## src/rtl/core/tcw_pkg.sv

```systemverilog
// ----------------------------------------------------------------------------
// tcw_pkg
// Shared types and constants of the text console writer: command and
// operation codes, special character codes and the channel payloads.
// ----------------------------------------------------------------------------
`default_nettype none

package tcw_pkg;

  localparam logic [1:0] CMD_PUT   = 2'd0;
  localparam logic [1:0] CMD_CLEAR = 2'd1;
  localparam logic [1:0] CMD_READ  = 2'd2;

  localparam logic [7:0] CH_TAB   = 8'h09;
  localparam logic [7:0] CH_LF    = 8'h0A;
  localparam logic [7:0] CH_CR    = 8'h0D;
  localparam logic [7:0] CH_SPACE = 8'h20;

  localparam logic [7:0] DEFAULT_COLOR_RST = 8'h07;

  localparam int unsigned QDEPTH = 2;

  typedef enum logic [2:0] {
    OP_PUT,
    OP_LF,
    OP_CR,
    OP_TAB,
    OP_CLEAR,
    OP_READ,
    OP_NOP
  } tcw_op_e;

  typedef enum logic [2:0] {
    ST_IDLE,
    ST_PUT,
    ST_FILL,
    ST_RDWAIT,
    ST_DONE
  } tcw_state_e;

  typedef struct packed {
    logic [1:0] cmd;
    logic [7:0] char_code;
    logic [6:0] read_col;
    logic [4:0] read_row;
  } tcw_in_t;

  typedef struct packed {
    logic [6:0]  cursor_col;
    logic [4:0]  cursor_row;
    logic [10:0] cursor_offset;
    logic [7:0]  cell_char;
    logic [7:0]  cell_color;
  } tcw_out_t;

  typedef struct packed {
    tcw_op_e    op;
    logic [7:0] char_code;
    logic [6:0] col;
    logic [4:0] row;
  } tcw_op_t;

endpackage

`default_nettype wire

```

## src/rtl/core/tcw_front.sv

```systemverilog
// ----------------------------------------------------------------------------
// tcw_front
// Input side: accepts transactions, decodes command and control characters
// into operations and saturates read coordinates.
// ----------------------------------------------------------------------------
`default_nettype none

module tcw_front #(
  parameter int unsigned COLS = 80,
  parameter int unsigned ROWS = 25
) (
  input  logic             in_valid_i,
  input  tcw_pkg::tcw_in_t in_data_i,
  output logic             in_stall_o,
  input  logic             q_full_i,
  input  logic             busy_i,
  output logic             push_o,
  output tcw_pkg::tcw_op_t entry_o
);
  import tcw_pkg::*;

  assign in_stall_o = q_full_i | busy_i;
  assign push_o     = in_valid_i & ~in_stall_o;

  always_comb begin
    entry_o.char_code = in_data_i.char_code;
    entry_o.col = (int'(in_data_i.read_col) > COLS - 1) ? 7'(COLS - 1) : in_data_i.read_col;
    entry_o.row = (int'(in_data_i.read_row) > ROWS - 1) ? 5'(ROWS - 1) : in_data_i.read_row;
    case (in_data_i.cmd)
      CMD_PUT: begin
        case (in_data_i.char_code)
          CH_LF:   entry_o.op = OP_LF;
          CH_CR:   entry_o.op = OP_CR;
          CH_TAB:  entry_o.op = OP_TAB;
          default: entry_o.op = OP_PUT;
        endcase
      end
      CMD_CLEAR: entry_o.op = OP_CLEAR;
      CMD_READ:  entry_o.op = OP_READ;
      default:   entry_o.op = OP_NOP;
    endcase
  end

endmodule

`default_nettype wire

```

## config.mk

```make
export PLATFORM = sky130hd
export DESIGN_NAME = tcw_front
export DESIGN_NICKNAME = d
export VERILOG_FILES = /design/src/rtl/core/tcw_pkg.sv /design/src/rtl/core/tcw_front.sv
export SDC_FILE = /design/constraint.sdc
export NUM_CORES = 1
export LEC_CHECK = 0
export ABC_AREA = 0
export BUFFER_PORTS_ARGS = -buffer_cell sky130_fd_sc_hd__buf_2
export CORE_AREA = 2 2 39 41
export DETAILED_ROUTE_END_ITERATION = 10
export DIE_AREA = 0 0 41 43
export SETUP_SLACK_MARGIN = 0.4
export SYNTH_ARGS = -nofsm -noshare
export SYNTH_HDL_FRONTEND = slang
export SYNTH_SLANG_ARGS = --single-unit
```

## constraint.sdc

```tcl
create_clock -name vclk -period 1.1
set_input_delay 0.055 -clock vclk [all_inputs]
set_output_delay 0.055 -clock vclk [all_outputs]
set_load 0.005 [all_outputs]
```

# --- After elaboration in Yosys (flattened, before gate mapping) ---
# Cells that the tools add are included.
classes:
  n_eq_ne: 5
  muxes: 4
  reduce_logical: 1
  magnitude_cmp: 2
  bitwise_logic: 3
ops:
  columns: ["operator", "count"]
  rows:
  - ["$eq A8 B4 Y1 const B", 3]
  - ["$pmux W3 S3", 1]
  - ["$gt A7 B7 Y1 const B", 1]
  - ["$mux W7", 1]
  - ["$pmux W2 S3", 1]
  - ["$gt A5 B5 Y1 const B", 1]
  - ["$mux W5", 1]
  - ["$eq A2 B1 Y1 const B", 1]
  - ["$eq A2 B2 Y1 const B", 1]
  - ["$logic_not A2 Y1", 1]
  - ["$and A1 B1 Y1", 1]
  - ["$not A1 Y1", 1]
  - ["$or A1 B1 Y1", 1]
totals:
  regBits: 0
  in_bits: 25
  elab_cells: 15

# --- Longest topological paths before layout ---
# Gate-level depths: netlist of run 1.
depth:
  word_depth: 3
  mapped_depth: 5

# --- Least setup slack after synthesis of run 1 ---
# Ideal clock, no wire load.
synth_path:
  path_type: "input -> output"
  startpoint: "in in_data_i[21] (netlist name)"
  endpoint: "out entry_o[21] (netlist name)"
  t_required_ps: 1045
  arrival_time_ps: 816
  cell_stages: 5
  slack_ps: 229
  path_buffers: 0
  path_cell_list: "inv_1 -> ha_1 -> nor4b_2 -> nand3b_1 -> o32ai_1"
synth_rtl:
  columns: ["element", "line", "source"]
  rows:
  - ["from (decl)", "tcw_front.sv:13", "input tcw_pkg::tcw_in_t in_data_i,"]
  - ["to (decl)", "tcw_front.sv:18", "output tcw_pkg::tcw_op_t entry_o"]

==> summary by stage, run 1 <==
Timing
The total count of max-transition violations in the final report is 0. The setup-violating endpoint count in the final report is 0. The pin slew with the least headroom to its limit is 0.1884 ns. Setup repair after global routing could not meet its margin everywhere. Based on the critical path, the design can be clocked at up to 943.9 MHz. The clock period minus worst slack is 1.059 ns. The worst pin sits at a relative slew slack of 87.44%.

The number of hold violations in the final report is 0. The worst path uses 96.31% of the clock period.

Detailed routing
For this run, design rule violations remaining after detail routing come to 0. For this block, the routed nets add up to 770 um of wire. For this block, the via count after detailed routing is 376. The first-pass detailed-route iteration total is 1. The detail route stage leaves a number of antenna-violating nets equal to 0.

The via density per instance is 3.958. The first routing iteration left 0 violations. The routed length per instance is 8.105 um.

Synthesis
The post-synthesis cell area is 242.7 um2. The average instance in the mapped netlist occupies 6.560 um2. In this run, distinct cell masters in the synthesized netlist total 17.

The gate count after technology mapping is 37. During synthesis, Yosys emitted a total of 0 warnings. The sequential cell area fraction in the yosys report is 0%. The net count after synthesis is 64.

GRT
The number of antenna violations at the first check in global routing was 0. The number of global-route vias before repair is 326. Entering global routing, the biggest net connects 5 pins. The first global-routing pass estimated 1.145 mm of wire. The aggregate global-route resource usage is 8.492%. Summed over all layers, the global routing overflow is 0.

Setup path
On the critical path, the stage with the largest delay is an instance of sky130_fd_sc_hd__nor4b_4. Data on the critical path is required at its endpoint by 1.04 ns. Walking the worst path, the cells encountered are buf_12, inv_16, ha_4, nor4b_4, nand3b_1, buf_4, o22ai_2, buf_2. STA classifies the critical path startpoint as a primary input. The worst path arrival time is 1.00 ns. The delay of the slowest critical-path stage is 0.17 ns.

The worst setup path is captured at an output pin. The type of the setup path with the least slack is in -> out. In this run the worst path has a maximum fanout of 2. The family of cells with the greatest summed delay on the critical path is buffers and inverters.

The count of buffer and inverter cells on the critical path is 4.

Final layout
The sequential cell area in the final layout is 0 um2. The share of layout cells above drive strength 1 is 77.22%. The area of the multi-input gates is 193.9 um2.

The number of antenna diodes in the final layout is 0. There are 0 flip-flops and latches. After layout, the clock buffer instance count stands at 0.

The layout has 145 filler cells. In the layout the commonest cells are sky130_fd_sc_hd__buf_2, sky130_fd_sc_hd__nand2b_1, sky130_fd_sc_hd__inv_1, sky130_fd_sc_hd__and2_1, sky130_fd_sc_hd__buf_4. The net count reported at finish is 108. The layout-stage area growth over the synthesis result is 127.3%. The commonest non-fill, non-tap cell in the layout is sky130_fd_sc_hd__buf_2.

Once layout is complete, the cells apart from fillers number 95.

Pwr
The analysis attributes to net switching a power of 0.00007574 W. Per report_power, the sequential group accounts for 0% of the total. The reported leakage power is 0.3108 nW. The internal power of the cells is 0.0001127 W.

The power per cell area is 341.5 nW/um2. The overall power is 0.0001884 W. The worst-case IR drop observed on VDD is 0.0001122 V. The share of total power consumed by net switching is 40.19%.

The part of the power in combinational logic is 100.0%. In this run, the clock network consumes 0% of the power.

Place
The number of placed instances, taps included, is 95. The routability-driven placement congestion ratio is 0.6727. Detailed placement ended at an HPWL of 681 um. Input and output buffers added on the ports amount to 50.

Job
The max capacitance violation total is 0.

Outcome
The run finished with clean final reports.

Die
The area enclosed by the die boundary is 1763 um2. The initial utilization of the core area, before any placement, comes to 17.54%. The die is 43 um tall. The count of pins on the block boundary is 50. The area of the placeable core is 1384 um2.

The number of standard-cell rows in the floorplan is 14. The die boundary width is 41 um.

Clocking
The number of hold-repair buffers added at the cts stage is 0. The number of buffers added for setup after CTS is 0.

Min path
The type of the tightest min-delay check is in -> out.
## final cells by class
type / instances / share of cell area, %
Inverter: 5 / 7.256
Multi-Input combinational cell: 21 / 35.15
Tap cell: 16 / 3.628
Timing Repair Buffer: 53 / 53.97
## cell families after synthesis
| logic type | count (synthesis) | share of synthesized area [%] |
|---|---|---|
| adders and majority gates | 2 | 10.31 |
| AOI/OAI and AO/OA | 3 | 8.248 |
| xor gates and xnor gates | 1 | 3.609 |
| buffers and inverters | 16 | 37.11 |
| and+or+nand+nor | 15 | 40.72 |
## what timing repair did
item,in CTS,in global routing
gates resized for setup,9,3
pin swaps,4,4
setup endpoints to repair,7,4
## per-stage QoR
stage                     setup slack (ns)  utilization [%]  cell area, um2  hold WS [ns]  setup TNS (ns)
final                              0.04061            39.87           551.8        0.2884               0
after global placement            -0.05787            36.53           505.5        0.2901        -0.08545
after floorplan                     0.2686                -           284.0        0.1402               0
after detailed placement          -0.08990            36.53           505.5        0.2884         -0.1451
after global routing              -0.04113            39.87           551.8        0.2980        -0.04870
after CTS                         0.009229            38.88           538.0        0.2897               0
## synth_stat cells (all sizes together)
cell	number	area, um2
nand2b	4	25.02
nand3b	1	7.510
o21ai	1	5.000
nor2	1	3.750
inv	5	18.77
nand2	1	3.750
nor2b	2	12.51
xnor2	1	8.760
buf	8	60.06
nor4b	1	15.01
and2	3	18.77
ha	2	25.02
o32ai	1	8.760
or3	1	6.260
or2	1	6.260
o22ai	1	6.260
clkbuf	3	11.26
## per-layer routing
metal  vias up  global-route usage, %  share of wire, %
met4         0                      0                 0
met3         0                 0.5236                14
met2        28                  17.50                55
li1        190                      -                 -
met1       158                  8.861                31
met5         -                      0                 0
## path summary, 6_finish.rpt
kind | depth (start not counted) | startpoint | to
max | 8 | in_data_i[21] | entry_o[20]
min | 2 | in_data_i[17] | entry_o[17]
## power by group through the flow
stage,combinational (W),clock [W],sequential [W]
2_1_floorplan,0.0000828,0,0
3_3_place_gp,0.000171,0,0
3_5_place_dp,0.000171,0,0
4_1_cts,0.000186,0,0
5_1_grt,0.000210,0,0
6_report,0.000188,0,0
Note: power is estimated with default switching activity, not from simulation.
==> run 2, diff against run 1 <==
ABC_AREA = 1   (was 0)
BUFFER_PORTS_ARGS = -buffer_cell sky130_fd_sc_hd__clkbuf_2   (was -buffer_cell sky130_fd_sc_hd__buf_2)
GPL_ROUTABILITY_DRIVEN = 1   (was unset)
PLACE_DENSITY = 0.68   (was unset)
==> run 2 against run 1 <==
  * Critical path depth stayed put
  * Critical path type unchanged
  * Flip-flop and latch count stayed put
  * Cell area is 1.4% higher
  * Cell count is 25% higher
  * Global-route usage is 1.0 points higher
==> summary by stage, run 2 <==
Pwr
The power dissipated by switching net loads is 0.00008487 W (+12%). The internal power of the cells is 0.0001021 W (-9.4%). The worst vdd rail ir drop is 0.0001244 V (+11%).

The power per cell area came to 334.2 nW/um2 (-2.1%). The reported leakage power is 0.4087 nW (+32%). The portion of total power attributed to the clock network is 0% (unchanged). The share of total power consumed by net switching is 45.40% (+5.2 points). The part of the power in combinational logic is 100.0% (about the same). The sequential cell fraction of total power is 0% (unchanged).

Timing
The post-route fraction of the period consumed by the critical path came to 69.94% (-26 points). The maximum frequency from static timing analysis came to 1300 MHz (+38%). The pin slew with the least headroom to its limit is 0.1617 ns (-0.02679 ns).

The clock period minus worst slack was 0.7694 ns (-0.2900 ns). Setup repair after global routing could not meet its margin everywhere. The worst-case headroom to the max-slew limit is 89.18% (+1.7 points). The number of hold violations in the final report was 0 (unchanged). The accumulated negative setup slack came to 0 ns (unchanged). The setup-violating endpoint count in the final report came to 0 (unchanged). The total count of max-transition violations in the final report is 0 (unchanged). The final setup slack of the worst path is 0.3307 ns (+0.2900 ns).

Die
The number of standard-cell rows in the floorplan is 14 (unchanged). The starting density of the core was 21.70% (+4.2 points). The vertical die dimension is 43 um (unchanged). The area enclosed by the die boundary is 1763 um2 (unchanged). The die boundary width came to 41 um (unchanged). The count of pins on the block boundary is 50 (unchanged). The area of the placeable core was 1384 um2 (unchanged).

Detailed routing
The number of DRC markers after the initial detailed-route iteration is 1 (+1). The DRC violation count after routing came to 0 (unchanged). The number of vias after detailed routing is 459 (+22%). The overall routed net length is 869 um (+13%). The first-pass detailed-route iteration total is 4 (+3). The via density per instance is 3.857 (-2.5%). The routed length per instance is 7.303 um (-9.9%).

The final antenna-violating net count is 0 (unchanged).

GRT
The number of antenna violations at the first check in global routing came to 0 (unchanged). The number of global-route vias before repair is 368 (+13%). The aggregate global-route resource usage is 9.491% (+1.0 points).

The final global-route overflow total was 0 (unchanged). The largest net degree at the start of global routing is 6 (+1). The global-route wire length before repair came to 1.269 mm (+11%).

Setup path
The startpoint class of the critical path is a primary input. The kind of end point of the critical path is an output pin. The worst path arrival time is 0.71 ns (-0.29 ns). The endpoint required time on the critical path came to 1.04 ns (about the same). The type of the setup path with the least slack is in -> out. The critical-path maximum fanout came to 3 (+1).

Final layout
The antenna diode count is 0 (unchanged). The commonest non-fill, non-tap cell in the layout is sky130_fd_sc_hd__clkbuf_2. From synthesis to final layout, the design area changed by 86.25%. The sequential cell area in the final layout is 0 um2 (unchanged). The filler-free cell count of the finished design is 119 (+25%). The share of layout cells above drive strength 1 came to 55.34% (-22 points).

The library cells used most frequently in the layout, excluding fill and tap cells, are sky130_fd_sc_hd__clkbuf_2, sky130_fd_sc_hd__inv_1, sky130_fd_sc_hd__nand2_1. The fill cell total of the finished layout is 162 (+12%). The total number of sequential cells was 0 (unchanged). The number of clock buffer instances in the layout is 0 (unchanged).

The net count reported at finish is 132 (+22%). The final standard cell utilization of the core is 40.42% (+0.54 points).

Synthesis
Counting instances in the post-synthesis netlist gives the leading cell types as sky130_fd_sc_hd__inv_1, sky130_fd_sc_hd__nand2_1, sky130_fd_sc_hd__buf_4, sky130_fd_sc_hd__nor2_1, sky130_fd_sc_hd__clkbuf_1. The total of warnings raised by yosys came to 0 (unchanged). The post-synthesis cell area is 300.3 um2 (+24%).

The number of distinct library cell variants in the gate-level netlist after synthesis is 12 (-5). The leading area contributor after synthesis is sky130_fd_sc_hd__inv_1. The net count after synthesis is 90 (+41%). The gate count after technology mapping is 63 (+70%). The sequential cell area fraction in the yosys report is 0% (unchanged). The average cell area after synthesis is 4.766 um2 (-27%). After synthesis, the cell types taking the most area are sky130_fd_sc_hd__inv_1, sky130_fd_sc_hd__nand2_1, sky130_fd_sc_hd__buf_4. The share of Yosys cell area claimed by the top area cell type is 23.75% (-0.99 points). The dominant cell by count in the synthesized netlist is sky130_fd_sc_hd__inv_1.

Job
The max capacitance violation total is 0 (unchanged).

Place
The pre-CTS worst setup slack was 0.2290 ns (+0.3189 ns). The routability-driven placement congestion ratio is 0.6826 (+1.5%). The number of placed instances with taps included was 118 (+24%).

The HPWL after detailed placement is 766.8 um (+13%). The number of buffers added on ports is 50 (unchanged).

Min path
The type of the tightest min-delay check is in -> out.

Outcome
The run finished with clean final reports.
run 2: cell count changes after synthesis, sizes merged, moves of 2 or more:
cell / before / now
nor2: 1 / 8
inv: 5 / 20
and2: 3 / 0
nor2b: 2 / 0
nand2: 1 / 17
nand2b: 4 / 0
run 2: final timing paths:
kind	startpoint	to	slack (ns)	cells past startpoint
max	in_data_i[20]	entry_o[21]	0.33	8
min	in_data_i[16]	entry_o[16]	0.29	2
run 2: timing repair:
action | 4_1_cts | 5_1_grt
pin swaps | 4 | 2
endpoints found under the setup margin | 2 | 7
endpoints found under the hold margin | 0 | 0
setup buffers | 1 | 0
hold buffers | 0 | 0
resized for setup | 5 | 13
run 2: cell families after synthesis:
kind of cell,after synthesis,share of synthesized area [%]
buf+inv,31,48.75
fa+ha+maj,2,8.332
simple gates,27,35.83
compound gates,3,7.083
run 2: through the flow:
step / total power [W] / area [um2] / hold slack, ns
6_report: 0.0001869 / 559.3 / 0.2941
5_1_grt: 0.0002119 / 559.3 / 0.3151
4_1_cts: 0.0001736 / 521.8 / 0.2959
3_5_place_dp: 0.0001648 / 499.2 / 0.2948
3_3_place_gp: 0.0001624 / 499.2 / 0.2947
2_1_floorplan: 0.00008231 / 300.3 / 0.1411
run 2: final cells by class:
cell class | count | area, um2 | share of cell area [%]
inverters | 20 | 85.08 | 15.21
multi-input cells | 32 | 176.4 | 31.54
well taps | 16 | 20.02 | 3.579
repair buffers | 51 | 277.8 | 49.66
run 2: power groups by stage:
stage / sequential (W) / combinational [W] / clock (W)
final: 0 / 0.000187 / 0
after global routing: 0 / 0.000212 / 0
after CTS: 0 / 0.000174 / 0
after detailed placement: 0 / 0.000165 / 0
after global placement: 0 / 0.000162 / 0
after floorplan: 0 / 0.0000823 / 0
run 2: critical path: stages:
cell	delay [ns]
sky130_fd_sc_hd__buf_8	0.10
sky130_fd_sc_hd__inv_6	0.05
sky130_fd_sc_hd__ha_4	0.13
sky130_fd_sc_hd__nand2_2	0.04
sky130_fd_sc_hd__nor2_1	0.10
sky130_fd_sc_hd__nand2_1	0.06
sky130_fd_sc_hd__o21ai_1	0.06
sky130_fd_sc_hd__buf_2	0.12
run 2: per-layer routing:
layer,part of all wire (%),vias to the layer above,GRT usage [%]
li1,-,245,-
met4,0,0,0
met1,37,175,12.03
met3,16,0,0
met2,47,39,17.81
met5,0,-,0
