`config.mk`:
```
export PLATFORM = sky130hd
export DESIGN_NAME = tcw_fifo
export DESIGN_NICKNAME = d
export VERILOG_FILES = /design/src/rtl/core/tcw_pkg.sv /design/src/rtl/core/tcw_fifo.sv
export SDC_FILE = /design/constraint.sdc
export NUM_CORES = 1
export LEC_CHECK = 0
export BUFFER_PORTS_ARGS = -buffer_cell sky130_fd_sc_hd__buf_4
export CORE_UTILIZATION = 55
export DETAILED_ROUTE_END_ITERATION = 8
export MAX_ROUTING_LAYER = met4
export PLACE_DENSITY_LB_ADDON = 0.25
export SLEW_MARGIN = 0
export SYNTH_ARGS = -nofsm -noshare
export SYNTH_HDL_FRONTEND = slang
export SYNTH_SLANG_ARGS = --single-unit
```
`constraint.sdc`:
```
create_clock -name clk_i -period 4.55 [get_ports clk_i]
set_input_delay 0.91 -clock clk_i [delete_from_list [all_inputs] [get_ports clk_i]]
set_output_delay 0.91 -clock clk_i [all_outputs]
set_load 0.02 [all_outputs]
```
`src/rtl/core/tcw_pkg.sv`:
```
// ----------------------------------------------------------------------------
// tcw_pkg
// Shared types and constants of the text console writer: command and
// operation codes, special character codes and the channel payloads.
// ----------------------------------------------------------------------------
`default_nettype none

package tcw_pkg;

  localparam logic [1:0] CMD_PUT   = 2'd0;
  localparam logic [1:0] CMD_CLEAR = 2'd1;
  localparam logic [1:0] CMD_READ  = 2'd2;

  localparam logic [7:0] CH_TAB   = 8'h09;
  localparam logic [7:0] CH_LF    = 8'h0A;
  localparam logic [7:0] CH_CR    = 8'h0D;
  localparam logic [7:0] CH_SPACE = 8'h20;

  localparam logic [7:0] DEFAULT_COLOR_RST = 8'h07;

  localparam int unsigned QDEPTH = 2;

  typedef enum logic [2:0] {
    OP_PUT,
    OP_LF,
    OP_CR,
    OP_TAB,
    OP_CLEAR,
    OP_READ,
    OP_NOP
  } tcw_op_e;

  typedef enum logic [2:0] {
    ST_IDLE,
    ST_PUT,
    ST_FILL,
    ST_RDWAIT,
    ST_DONE
  } tcw_state_e;

  typedef struct packed {
    logic [1:0] cmd;
    logic [7:0] char_code;
    logic [6:0] read_col;
    logic [4:0] read_row;
  } tcw_in_t;

  typedef struct packed {
    logic [6:0]  cursor_col;
    logic [4:0]  cursor_row;
    logic [10:0] cursor_offset;
    logic [7:0]  cell_char;
    logic [7:0]  cell_color;
  } tcw_out_t;

  typedef struct packed {
    tcw_op_e    op;
    logic [7:0] char_code;
    logic [6:0] col;
    logic [4:0] row;
  } tcw_op_t;

endpackage

`default_nettype wire

```
`src/rtl/core/tcw_fifo.sv`:
```
// ----------------------------------------------------------------------------
// tcw_fifo
// Short operation queue between the decoder and the execution engine.
// ----------------------------------------------------------------------------
`default_nettype none

module tcw_fifo (
  input  logic             clk_i,
  input  logic             rst_ni,
  input  logic             push_i,
  input  tcw_pkg::tcw_op_t push_data_i,
  output logic             full_o,
  input  logic             pop_i,
  output logic             valid_o,
  output tcw_pkg::tcw_op_t pop_data_o
);
  import tcw_pkg::*;

  localparam int unsigned PtrW = (QDEPTH > 1) ? $clog2(QDEPTH) : 1;
  localparam int unsigned CntW = $clog2(QDEPTH + 1);
  localparam logic [PtrW-1:0] PtrLast = PtrW'(QDEPTH - 1);
  localparam logic [CntW-1:0] CntFull = CntW'(QDEPTH);

  tcw_op_t         mem_q [QDEPTH];
  logic [PtrW-1:0] wr_ptr_q, wr_ptr_d;
  logic [PtrW-1:0] rd_ptr_q, rd_ptr_d;
  logic [CntW-1:0] count_q, count_d;
  logic            do_push, do_pop;

  assign full_o     = (count_q == CntFull);
  assign valid_o    = (count_q != '0);
  assign pop_data_o = mem_q[rd_ptr_q];
  assign do_push    = push_i & ~full_o;
  assign do_pop     = pop_i & valid_o;

  always_comb begin
    wr_ptr_d = wr_ptr_q;
    rd_ptr_d = rd_ptr_q;
    count_d  = count_q;
    if (do_push) begin
      wr_ptr_d = (wr_ptr_q == PtrLast) ? '0 : wr_ptr_q + 1'b1;
    end
    if (do_pop) begin
      rd_ptr_d = (rd_ptr_q == PtrLast) ? '0 : rd_ptr_q + 1'b1;
    end
    if (do_push && !do_pop) begin
      count_d = count_q + 1'b1;
    end else if (do_pop && !do_push) begin
      count_d = count_q - 1'b1;
    end
  end

  always_ff @(posedge clk_i or negedge rst_ni) begin
    if (!rst_ni) begin
      wr_ptr_q <= '0;
      rd_ptr_q <= '0;
      count_q  <= '0;
    end else begin
      wr_ptr_q <= wr_ptr_d;
      rd_ptr_q <= rd_ptr_d;
      count_q  <= count_d;
    end
  end

  always_ff @(posedge clk_i) begin
    if (do_push) begin
      mem_q[wr_ptr_q] <= push_data_i;
    end
  end

endmodule

`default_nettype wire

```
Yosys cells after proc, flatten, opt, wreduce, memory -nomap -nowiden
Memory sizes are Yosys's and may differ from the RTL's. Index checks and enable logic that the tools add are counted.

Flip-flop bits (word level): 4. Memory bits (writable): 46. Input port bits: 27. Output and inout bits: 25. Word-level logic and storage cells: 24. Memories: 1.

Add/sub/neg operators: 4. Equality and inequality tests: 1. Muxes and demuxes: 6. Bitwise operators: 3. Reduce and logical (&&, ||, !) cells: 6.

Memory list: mem_q (depth 2, width 23, read ports 1, clocked after Yosys merged registers in 0, write ports 1, RTL line tcw_fifo.sv:24) `tcw_op_t mem_q [QDEPTH];`.

Operators by type and width (count): $mux W1 (4); $mux W2 (2); $reduce_bool A2 Y1 (2); $add A1 B1 Y1 const B (2); $add A2 B1 Y2 const B (1); $and A1 B1 Y1 (2); $eq A2 B2 Y1 const B (1); $logic_and A1 B1 Y1 (2); $logic_not A1 Y1 (2); $sub A2 B1 Y2 const B (1); $not A1 Y1 (1).

Depth between registers and ports, before layout
Gate-level depths: netlist of the first run.

Depth in word-level cells: 7. Gate-level depth with buffers: 7. Gate-level depth less buffers: 7.

Least setup slack after synthesis of the first run
OpenSTA, ideal clock, no wires.

Path type: input -> register. Start: input port push_i. End: memory mem_q[0][0] (netlist name) (enable). Arrival time: 1982 ps. Required time: 4147 ps. Path slack: 2166 ps. Stages on the path: 2. Path through: nand2_1 -> nor2_1.

Word-level cells in the longest chain between the ends: 3.

Ends and longest elaborated chain: start: declaration (RTL line tcw_fifo.sv:10) `input logic push_i,`; $and A1 B1 Y1 (RTL line tcw_fifo.sv:33) `assign do_push = push_i & ~full_o;`; $mux W1 (RTL line tcw_fifo.sv:66) `if (do_push) begin`; $mux W1 (not written as such) (RTL line tcw_fifo.sv:67) `mem_q[wr_ptr_q] <= push_data_i;`; end: declaration (RTL line tcw_fifo.sv:24).

Every way passes these cells.

==> results of run 1 <==
stage by stage:
| stage | hold WS (ns) | total power, mW | cell area, um2 | utilization (%) |
|---|---|---|---|---|
| 3_5_place_dp | 0.4864 | 1.342 | 2362 | 69.69 |
| 2_1_floorplan | 0.4564 | 1.158 | 1963 | - |
| 6_report | 0.3189 | 1.639 | 2474 | 72.98 |
| 4_1_cts | 0.3043 | 1.655 | 2474 | 72.98 |
| 3_3_place_gp | 0.4738 | 1.322 | 2362 | 69.69 |
| 5_1_grt | 0.2867 | 1.720 | 2474 | 72.98 |
worst min path at each step:
stage | start | end
after floorplan | count_q[1]$_DFFE_PN0P_ | count_q[1]$_DFFE_PN0P_
final | rst_ni | rd_ptr_q$_DFFE_PN0P_
after CTS | rst_ni | rd_ptr_q$_DFFE_PN0P_
after detailed placement | count_q[1]$_DFFE_PN0P_ | count_q[1]$_DFFE_PN0P_
after global routing | rst_ni | rd_ptr_q$_DFFE_PN0P_
after global placement | count_q[1]$_DFFE_PN0P_ | count_q[1]$_DFFE_PN0P_
logic make-up (layout without fill, tap and decap cells):
family / after synthesis / after routing / synth area share [%]
and+or+nand+nor: 7 / 7 / 1.849
adders and majority gates: 1 / 1 / 0.6372
xor gates and xnor gates: 5 / 5 / 2.231
DFF: 50 / 50 / 75.46
buffers and inverters: 5 / 62 / 2.996
muxes: 23 / 23 / 16.83
layout by cell type, fill, tap and decap left out:
| cell | netlist | routed |
|---|---|---|
| buf_4 | 0 | 52 |
| edfxtp_1 | 46 | 46 |
| mux2_4 | 19 | 19 |
| clkbuf_4 | 0 | 5 |
| mux2_2 | 4 | 4 |
| dfrtp_1 | 4 | 4 |
| xnor2_1 | 3 | 3 |
| inv_1 | 2 | 2 |
| xor2_1 | 2 | 2 |
| bufinv_16 | 0 | 2 |
| or2_1 | 1 | 1 |
| nand2b_1 | 1 | 1 |
| nand2_1 | 1 | 1 |
| nand2_2 | 1 | 1 |
| and3_1 | 1 | 1 |
| nor2_2 | 0 | 1 |
| nor2_1 | 2 | 1 |
| ha_1 | 1 | 1 |
| clkbuf_8 | 0 | 1 |
critical path: cells and delay by family (launching register included):
kind                   cells  cell delay [ns]
DFF                        1             0.84
buffers and inverters      2             0.53
muxes                      1             0.32
flip-flops by register name, summed over array words and instances (netlist names):
name and flops:
mem_q 46, wr_ptr_q 1, rd_ptr_q 1, count_q 2
per-layer routing:
| layer | GRT usage, % | vias to the layer above | part of all wire (%) |
|---|---|---|---|
| met5 | - | - | 0 |
| met4 | 4.762 | 0 | 0 |
| met3 | 6.211 | 0 | 6.4 |
| met2 | 30.11 | 37 | 55 |
| met1 | 18.83 | 461 | 39 |
| li1 | - | 452 | - |
power breakdown:
group          switching, mW  internal (mW)
logic                  0.305          0.318
clock network          0.128          0.186
registers             0.0679          0.634
layout make-up:
class                   count  area (um2)
flip-flops and latches     50        1481
fillers                   226       915.9
multi-input cells          36       425.4
repair buffers             52       390.4
clock inverters             2       60.06
well taps                  46       57.56
clock buffers               6       51.30
inverters                   2       7.507
==> metrics.md, run 1 <==
| Metric | Value |
|---|---|
| CTS tree | done |
| Clk Latency, worst-skew pair | 0.35 ns |
| Hold_buf cts | 0 |
| Worst path most repeated cell | buf_4 |
| Fmax | 339.2 MHz |
| Setup-failing EPs final | 0 |
| Post-synth top cells | edfxtp_1, mux2_4, dfrtp_1, mux2_2, xnor2_1 |
| R2R depth | 3 |
| Tmin final | 2.948 ns |
| Ant. Diodes | 0 |
| Tcrit/Tclk final | 64.78% |
| Layout cells sized above 1 | 57.43% |
| H-tree lvl count | 2 |
| Required @ worst endpoint | 3.64 ns |
| Synth top area share | 70.36% |
| R2R Path End | mem_q[0][5]$_DFFE_PP_ |
| Critical Path Start | rd_ptr_q$_DFFE_PN0P_ |
| Initial antenna violation count | 0 |
| Warnings, synthesis | 0 |
| DR vias | 950 |
| Post-synthesis sequential area ratio | 75.46% |
| Pre-antenna DRT Iters | 4 |
| CTS Sinks | 50 |
| Worst-margin pin slew | 1.169 ns |
| Syn_nets | 119 |
| Areal power density over the cells | 662.8 nW/um2 |
| Vias in the first global route | 953 |
| Final WS setup | 1.602 ns |
| Synth top area cells | edfxtp_1, mux2_4, dfrtp_1 |
| Hold Fails Final Rpt | 0 |
| Detailed-route vias per instance | 4.897 |
| Final GP Congestion | 0.6317 |
| Max stage delay on crit path | 0.84 ns |
| Post-CTS Setup Bufs | 0 |
| Cell Rows | 21 |
| Final wirelength | 2.964 mm |
| P_leak | 1.012 nW |
| DRT iter0 DRCs | 21 |
| Clk slew on worst S/H paths | 0.14 ns |
| Die H | 61.75 um |
| # resized after CTS | 0 |
| Slew HR | 21.97% |
| Cell area after synthesis | 1963 um2 |
| Setup CP Type | register to primary output |
| R2r startpoint | count_q[0]$_DFFE_PN0P_ |
| Leading area contributor after synthesis | edfxtp_1 |
| RSZ-0062 raised after global routing | no |
| FF-to-FF setup slack | 2.54 ns |
| Async SR Flop Fraction | 8.000% |
| Non-filler cells in the finished layout | 194 |
| Die area | 3812 um2 |
| CP endpoint | pop_data_o[17] |
| Cell with the most instances after synthesis | edfxtp_1 |
| Slew Limit Fails | 0 |
| Core box area | 3390 um2 |
| Element type at the critical path start | register |
| Setup TNS | 0 ns |
| Nets | 175 |
| Area Growth Syn to Fin | 26.00% |
| Port Buf Inserts | 51 |
| Run status | completed |
| Slowest cell on crit path | dfrtp_1 |
| Crit-path cells | buf_4, mux2_4, buf_4 |
| Antenna-violating nets left | 0 |
| Placed cell count | 186 |
| Hold WC Path Type | input pin to asynchronous set/reset pin |
| Initial Util | 57.92% |
| Clock Tree Root | clkbuf_4 |
| Worst Path Max Fanout | 14 |
| CTS Buf Count | 5 |
| Synthesized instance count | 91 |
| GRT Util Overall | 17.35% |
| Yosys reg bits | 50 |
| Routed length per instance | 15.28 um |
| Residual DRC | 0 |
| Synth cell types | 16 |
| Peak VDD IR | 0.4443 mV |
| Arrival time worst endpoint | 2.04 ns |
| Clock skew | 0.007568 ns |
| Main synth FF type | edfxtp_1 |
| First-pass GRT wire length | 4.298 mm |
| Max-cap violations | 0 |
| Grt ovf | 0 |
| DP Worst Slack | 2.010 ns |
| Crit end category | primary output |
| Die width | 61.75 um |
| Largest net degree at the start of global routing | 24 |
| I/O pins | 52 |
| Post-synth EDFFs | 46 |
| CTS max path bufs | 2 |
| Syn_area_per_cell | 21.57 um2 |
Power figures use the tool's default switching activity.
==> run 2: changes to the inputs <==
CORE_UTILIZATION = 51   (was 55)
clock period = 2.8 ns   (was 4.55 ns; I/O delays follow)
==> run 2 against run 1 <==
Net effect:
- combinational power rose by 72%
- critical path depth did not move
- sequential share of layout area fell by 1.2 points
- power rose by 67%
- register-to-register slack got worse by 1.5 ns
- non-clock buffer count rose by 2
- count of clock-buffer cells in the layout fell by 1
- clock power rose by 81%
- global-route usage fell by 1.2 points
==> metrics.md, run 2 (synthesized netlist as in run 1, its figures left out) <==
| Metric | Value |
|---|---|
| DRT iter0 DRCs | 39 (+86%) |
| Cell Rows | 22 (+4.8%) |
| Minimum hold slack | 0.04055 ns (-0.2784 ns) |
| Top reg by flops | mem_q |
| Run status | completed |
| Detailed-route vias per instance | 4.742 (-3.2%) |
| Initial antenna violation count | 0 (unchanged) |
| Commonest cells after routing, fill and taps aside | buf_4, edfxtp_1, mux2_4 |
| Hold_buf cts | 0 (unchanged) |
| GRT Util Overall | 16.19% (-1.2 points) |
| Worst-margin pin slew | 0.5515 ns (-0.6177 ns) |
| Most common cell after layout, fill and taps aside | buf_4 |
| Max-cap violations | 0 (unchanged) |
| CTS Sinks | 50 (unchanged) |
| Grt ovf | 0 (unchanged) |
| Clock Tree Root | clkbuf_8 |
| Initial Util | 53.22% (-4.7 points) |
| P_leak | 1.035 nW (+2.2%) |
| WP buf/inv | 2 (unchanged) |
| Post-CTS Setup Bufs | 0 (unchanged) |
| Pre-antenna DRT Iters | 3 (-1) |
| Crit-path cells | buf_12, mux2_2, buf_4 |
| Setup CP Type | register to primary output |
| Die H | 64.04 um (+3.7%) |
| Required @ worst endpoint | 2.24 ns (-1.40 ns) |
| Antenna-violating nets left | 0 (unchanged) |
| Final GP Congestion | 0.6246 (-1.1%) |
| R2R Path End | mem_q[0][12]$_DFFE_PP_ |
| Tmin final | 2.175 ns |
| Slowest cell on crit path | dfrtp_1 |
| CTS Buf Count | 5 (unchanged) |
| Max reg flops | 46 (unchanged) |
| Final wirelength | 2.824 mm (-4.7%) |
| Residual DRC | 0 (unchanged) |
| CTS tree | done |
| Vias in the first global route | 973 (+2.1%) |
| DR vias | 939 (-1.2%) |
| Hold WC Path Type | input pin to asynchronous set/reset pin |
| Max stage delay on crit path | 0.56 ns (-0.28 ns) |
| Clk Latency, worst-skew pair | 0.30 ns (-0.05 ns) |
| # resized after CTS | 0 (unchanged) |
| Nets | 177 (+1.1%) |
| H-tree lvl count | 2 (unchanged) |
| Die area | 4101 um2 (+7.6%) |
| Crit end category | primary output |
| Arrival time worst endpoint | 1.62 ns (-0.42 ns) |
| Setup-failing EPs final | 0 (unchanged) |
| Worst Path Max Fanout | 19 (+5) |
| R2R depth | 4 (+1) |
| Hold Fails Final Rpt | 0 (unchanged) |
| R2r startpoint | count_q[0]$_DFFE_PN0P_ |
| Core box area | 3689 um2 (+8.8%) |
| Area Growth Syn to Fin | 28.62% |
| Setup TNS | 0 ns (unchanged) |
| Port Buf Inserts | 51 (unchanged) |
| Worst path top cell family by delay | flip-flops |
| Layout cells sized above 1 | 57.33% (-0.099 points) |
| Areal power density over the cells | 1087 nW/um2 (+64%) |
| Clk slew on worst S/H paths | 0.08 ns (-0.06 ns) |
| FF-to-FF setup slack | 1.04 ns (-1.50 ns) |
| CTS max path bufs | 2 (unchanged) |
| Slew HR | 63.24% (+41 points) |
| Fmax | 459.7 MHz |
| Routed length per instance | 14.26 um (-6.6%) |
| Ant. Diodes | 0 (unchanged) |
| Element type at the critical path start | register |
| DPL Wire Length | 2.003 mm |
| Largest net degree at the start of global routing | 20 (-17%) |
| Slew Limit Fails | 0 (unchanged) |
| RSZ-0062 raised after global routing | no |
| Peak VDD IR | 0.6515 mV (+47%) |
| First-pass GRT wire length | 4.519 mm (+5.1%) |
| Largest registers | mem_q: 46 flops, count_q: 2 flops |
| I/O pins | 52 (unchanged) |
| Clock skew | 0.004307 ns (-0.003261 ns) |
| Tcrit/Tclk final | 77.69% |
| Die width | 64.04 um (+3.7%) |
-- run 2: per-stage QoR --
step	cells	setup WS (ns)	instance area, um2	util (%)	total power [mW]
final	198	0.6247	2525	68.45	2.744
after global placement	190	0.9719	2392	64.86	2.183
after CTS	198	0.6062	2525	68.45	2.771
after detailed placement	190	0.9504	2392	64.86	2.208
after global routing	198	0.5451	2525	68.45	2.876
after floorplan	91	0.7656	1963	-	1.882
-- run 2: metal layers --
layer | global-route usage, % | wire, um | up-vias
met4 | 7.670 | 55 | 0
met2 | 25.27 | 1432 | 31
met1 | 18.44 | 1170 | 444
met5 | - | 0 | -
met3 | 6.071 | 164 | 7
li1 | - | - | 457
-- run 2: worst max path at each step --
| stage | from | end | slack [ns] | cells after the start |
|---|---|---|---|---|
| global route | rd_ptr_q$_DFFE_PN0P_ | pop_data_o[6] | 0.55 | 3 |
| detailed placement | rd_ptr_q$_DFFE_PN0P_ | pop_data_o[6] | 0.95 | 3 |
| CTS | rd_ptr_q$_DFFE_PN0P_ | pop_data_o[6] | 0.61 | 3 |
| floorplan | push_i | mem_q[0][0]$_DFFE_PP_ | 0.77 | 2 |
| finish | rd_ptr_q$_DFFE_PN0P_ | pop_data_o[6] | 0.62 | 3 |
| global placement | rd_ptr_q$_DFFE_PN0P_ | pop_data_o[7] | 0.97 | 3 |
-- run 2: cell type report --
class | count | area, um2
fill | 253 | 1164
clock inverter | 3 | 63.81
inverter | 2 | 7.507
timing repair buffer | 54 | 417.9
clock buffer | 5 | 68.82
multi-input combinational | 36 | 425.4
sequential | 50 | 1481
tap | 48 | 60.06
-- run 2: report_power, final --
group / internal (mW) / total [mW] / switching, mW / leakage [nW]
Clock: 0.353 / 0.568 / 0.215 / 0.0658
Combinational: 0.546 / 1.07 / 0.522 / 0.495
Sequential: 1.03 / 1.11 / 0.0809 / 0.474
==> run 3: changes to the inputs <==
clock period = 2.15 ns   (was 2.8 ns; I/O delays follow)
==> run 3 against run 2 <==
Net effect:
- sequential power up 30%
- utilization about the same
- register-to-register slack worse by 0.48 ns
- via count up 0.53%
- routed wire length down 4.7%
- clock skew up 0.0033 ns
- non-clock buffer count up 3
- power up 26%
- worst hold slack better by 0.28 ns
- global-route usage down 0.81 points
- first-iteration DRC count up 2.6%
- critical path type unchanged
==> metrics.md, run 3 (synthesized netlist as in run 1, its figures left out) <==
| Metric | Value |
|---|---|
| Run status | completed |
| Largest net degree at the start of global routing | 16 (-20%) |
| Ant. Diodes | 0 (unchanged) |
| RSZ-0062 raised after global routing | no |
| Nets | 180 (+1.7%) |
| Detailed-route vias per instance | 4.697 (-0.97%) |
| Initial antenna violation count | 0 (unchanged) |
| Die H | 64.04 um (unchanged) |
| Clk slew on worst S/H paths | 0.08 ns (about the same) |
| Fill cells | 266 (+5.1%) |
| Vias in the first global route | 988 (+1.5%) |
| Commonest cells after routing, fill and taps aside | buf_4, edfxtp_1, mux2_4 |
| Peak VDD IR | 1.005 mV (+54%) |
| Post-layout util | 68.42% (about the same) |
| Routed length per instance | 13.39 um (-6.1%) |
| DRT iter0 DRCs | 40 (+2.6%) |
| FF-to-FF setup slack | 0.56 ns (-0.48 ns) |
| CTS tree | done |
| Crit-path cells | buf_4, mux2_4, buf_4 |
| Die width | 64.04 um (unchanged) |
| Required @ worst endpoint | 1.72 ns (-0.52 ns) |
| Slew Limit Fails | 0 (unchanged) |
| Arrival time worst endpoint | 1.60 ns (-0.02 ns) |
| Layout cells sized above 1 | 56.86% (-0.47 points) |
| Clk Latency, worst-skew pair | 0.29 ns (about the same) |
| Pre-antenna DRT Iters | 4 (+1) |
| Max-cap violations | 0 (unchanged) |
| Core box area | 3689 um2 (unchanged) |
| R2R Path End | mem_q[0][9]$_DFFE_PP_ |
| Fmax | 491.5 MHz |
| Setup TNS | 0 ns (unchanged) |
| Tcrit/Tclk final | 94.64% |
| # resized after CTS | 0 (unchanged) |
| CTS Sinks | 50 (unchanged) |
| Most common cell after layout, fill and taps aside | buf_4 |
| Hold Path End | mem_q[0][19]$_DFFE_PP_ |
| Setup CP Type | register to primary output |
| Placed cell count | 192 (+1.1%) |
| DPL Wire Length | 1.946 mm (-2.8%) |
| Worst-margin pin slew | 0.4778 ns (-0.07370 ns) |
| GRT Util Overall | 15.38% (-0.81 points) |
| Largest registers | mem_q: 46 flops, count_q: 2 flops |
| DR vias | 944 (+0.53%) |
| First-pass GRT wire length | 4.374 mm (-3.2%) |
| Die area | 4101 um2 (unchanged) |
| Hold Fails Final Rpt | 0 (unchanged) |
| Worst Path Max Fanout | 9 (-10) |
| Max reg flops | 46 (unchanged) |
| Area of the multi-input gates | 425.4 um2 (unchanged) |
| Antenna-violating nets left | 0 (unchanged) |
| Residual DRC | 0 (unchanged) |
| Element type at the critical path start | register |
| Register Area | 1481 um2 (unchanged) |
| Grt ovf | 0 (unchanged) |
| Crit end category | primary output |
| Initial Util | 53.22% (unchanged) |
| Setup-failing EPs final | 0 (unchanged) |
| R2r startpoint | count_q[0]$_DFFE_PN0P_ |
| Clock skew | 0.007562 ns (+0.003255 ns) |
| CTS max path bufs | 2 (unchanged) |
| Non-filler cells in the finished layout | 201 (+1.5%) |
| Areal power density over the cells | 1367 nW/um2 (+26%) |
| H-tree lvl count | 2 (unchanged) |
| Area Growth Syn to Fin | 28.55% (about the same) |
| Post-CTS Setup Bufs | 0 (unchanged) |
| R2R depth | 4 (unchanged) |
| I/O pins | 52 (unchanged) |
| Hold Path Stages | 1 |
| Top reg by flops | mem_q |
| Hold WC Path Type | input pin to register |
| Slowest cell on crit path | dfrtp_1 |
| Cell Rows | 22 (unchanged) |
| Final GP Congestion | 0.6215 (-0.50%) |
| Hold_sp | push_data_i[19] |
| Final wirelength | 2.692 mm (-4.7%) |
| Port Buf Inserts | 51 (unchanged) |
| Tmin final | 2.035 ns |
| Max stage delay on crit path | 0.55 ns (about the same) |
| Clock Tree Root | clkbuf_8 |
| CTS Buf Count | 5 (unchanged) |
| Slew HR | 68.15% (+4.9 points) |
| Worst path most repeated cell | buf_4 |
| P_leak | 1.034 nW (about the same) |
==> run 3: final cells by class <==
cell class | instances | area share, %
repair buffers | 57 | 17.55
multi-input cells | 36 | 16.86
clock buffers | 7 | 3.024
flip-flops and latches | 50 | 58.70
clock inverters | 1 | 1.190
well taps | 48 | 2.380
inverters | 2 | 0.2975
==> run 3: critical path: cells and delay by family (launching register included) <==
family / cells / cell delay, ns
DFF: 1 / 0.55
muxes: 1 / 0.32
buffers and inverters: 2 / 0.45
==> run 3: what timing repair did <==
action,CTS,global route
hold buffers,1,0
hold endpoints to repair,4,0
endpoints found under the setup margin,0,0
==> run 3: worst max path at each step <==
stage	startpoint	end	cells past startpoint
2_1_floorplan	count_q[0]$_DFFE_PN0P_	mem_q[0][0]$_DFFE_PP_	3
5_1_grt	rd_ptr_q$_DFFE_PN0P_	pop_data_o[3]	3
6_report	rd_ptr_q$_DFFE_PN0P_	pop_data_o[10]	3
4_1_cts	rd_ptr_q$_DFFE_PN0P_	pop_data_o[10]	3
3_3_place_gp	rd_ptr_q$_DFFE_PN0P_	pop_data_o[10]	3
3_5_place_dp	rd_ptr_q$_DFFE_PN0P_	pop_data_o[10]	3
==> run 3: metal layers <==
metal  track usage [%]  wire, um  up-vias
met5                 -         0        -
met4             7.670        50        0
met3             5.000       169        5
met2             25.93      1416       29
met1             16.11      1055      449
li1                  -         -      461
==> run 3: metrics by stage <==
| step | power, mW | hold WS (ns) | worst slack, ns | instance area (um2) |
|---|---|---|---|---|
| after global routing | 3.616 | 0.3076 | 0.04856 | 2524 |
| final | 3.449 | 0.3198 | 0.1153 | 2524 |
| after CTS | 3.496 | 0.3097 | 0.09174 | 2524 |
| after detailed placement | 2.884 | 0.2298 | 0.4130 | 2407 |
| after floorplan | 2.451 | 0.1344 | 0.1413 | 1963 |
| after global placement | 2.854 | 0.2289 | 0.4470 | 2407 |
==> run 3: power by group <==
| part | switching, mW | internal [mW] | total (mW) |
|---|---|---|---|
| combinational | 0.683 | 0.723 | 1.41 |
| clock | 0.258 | 0.348 | 0.606 |
| sequential | 0.101 | 1.34 | 1.44 |
| total | 1.04 | 2.41 | 3.45 |
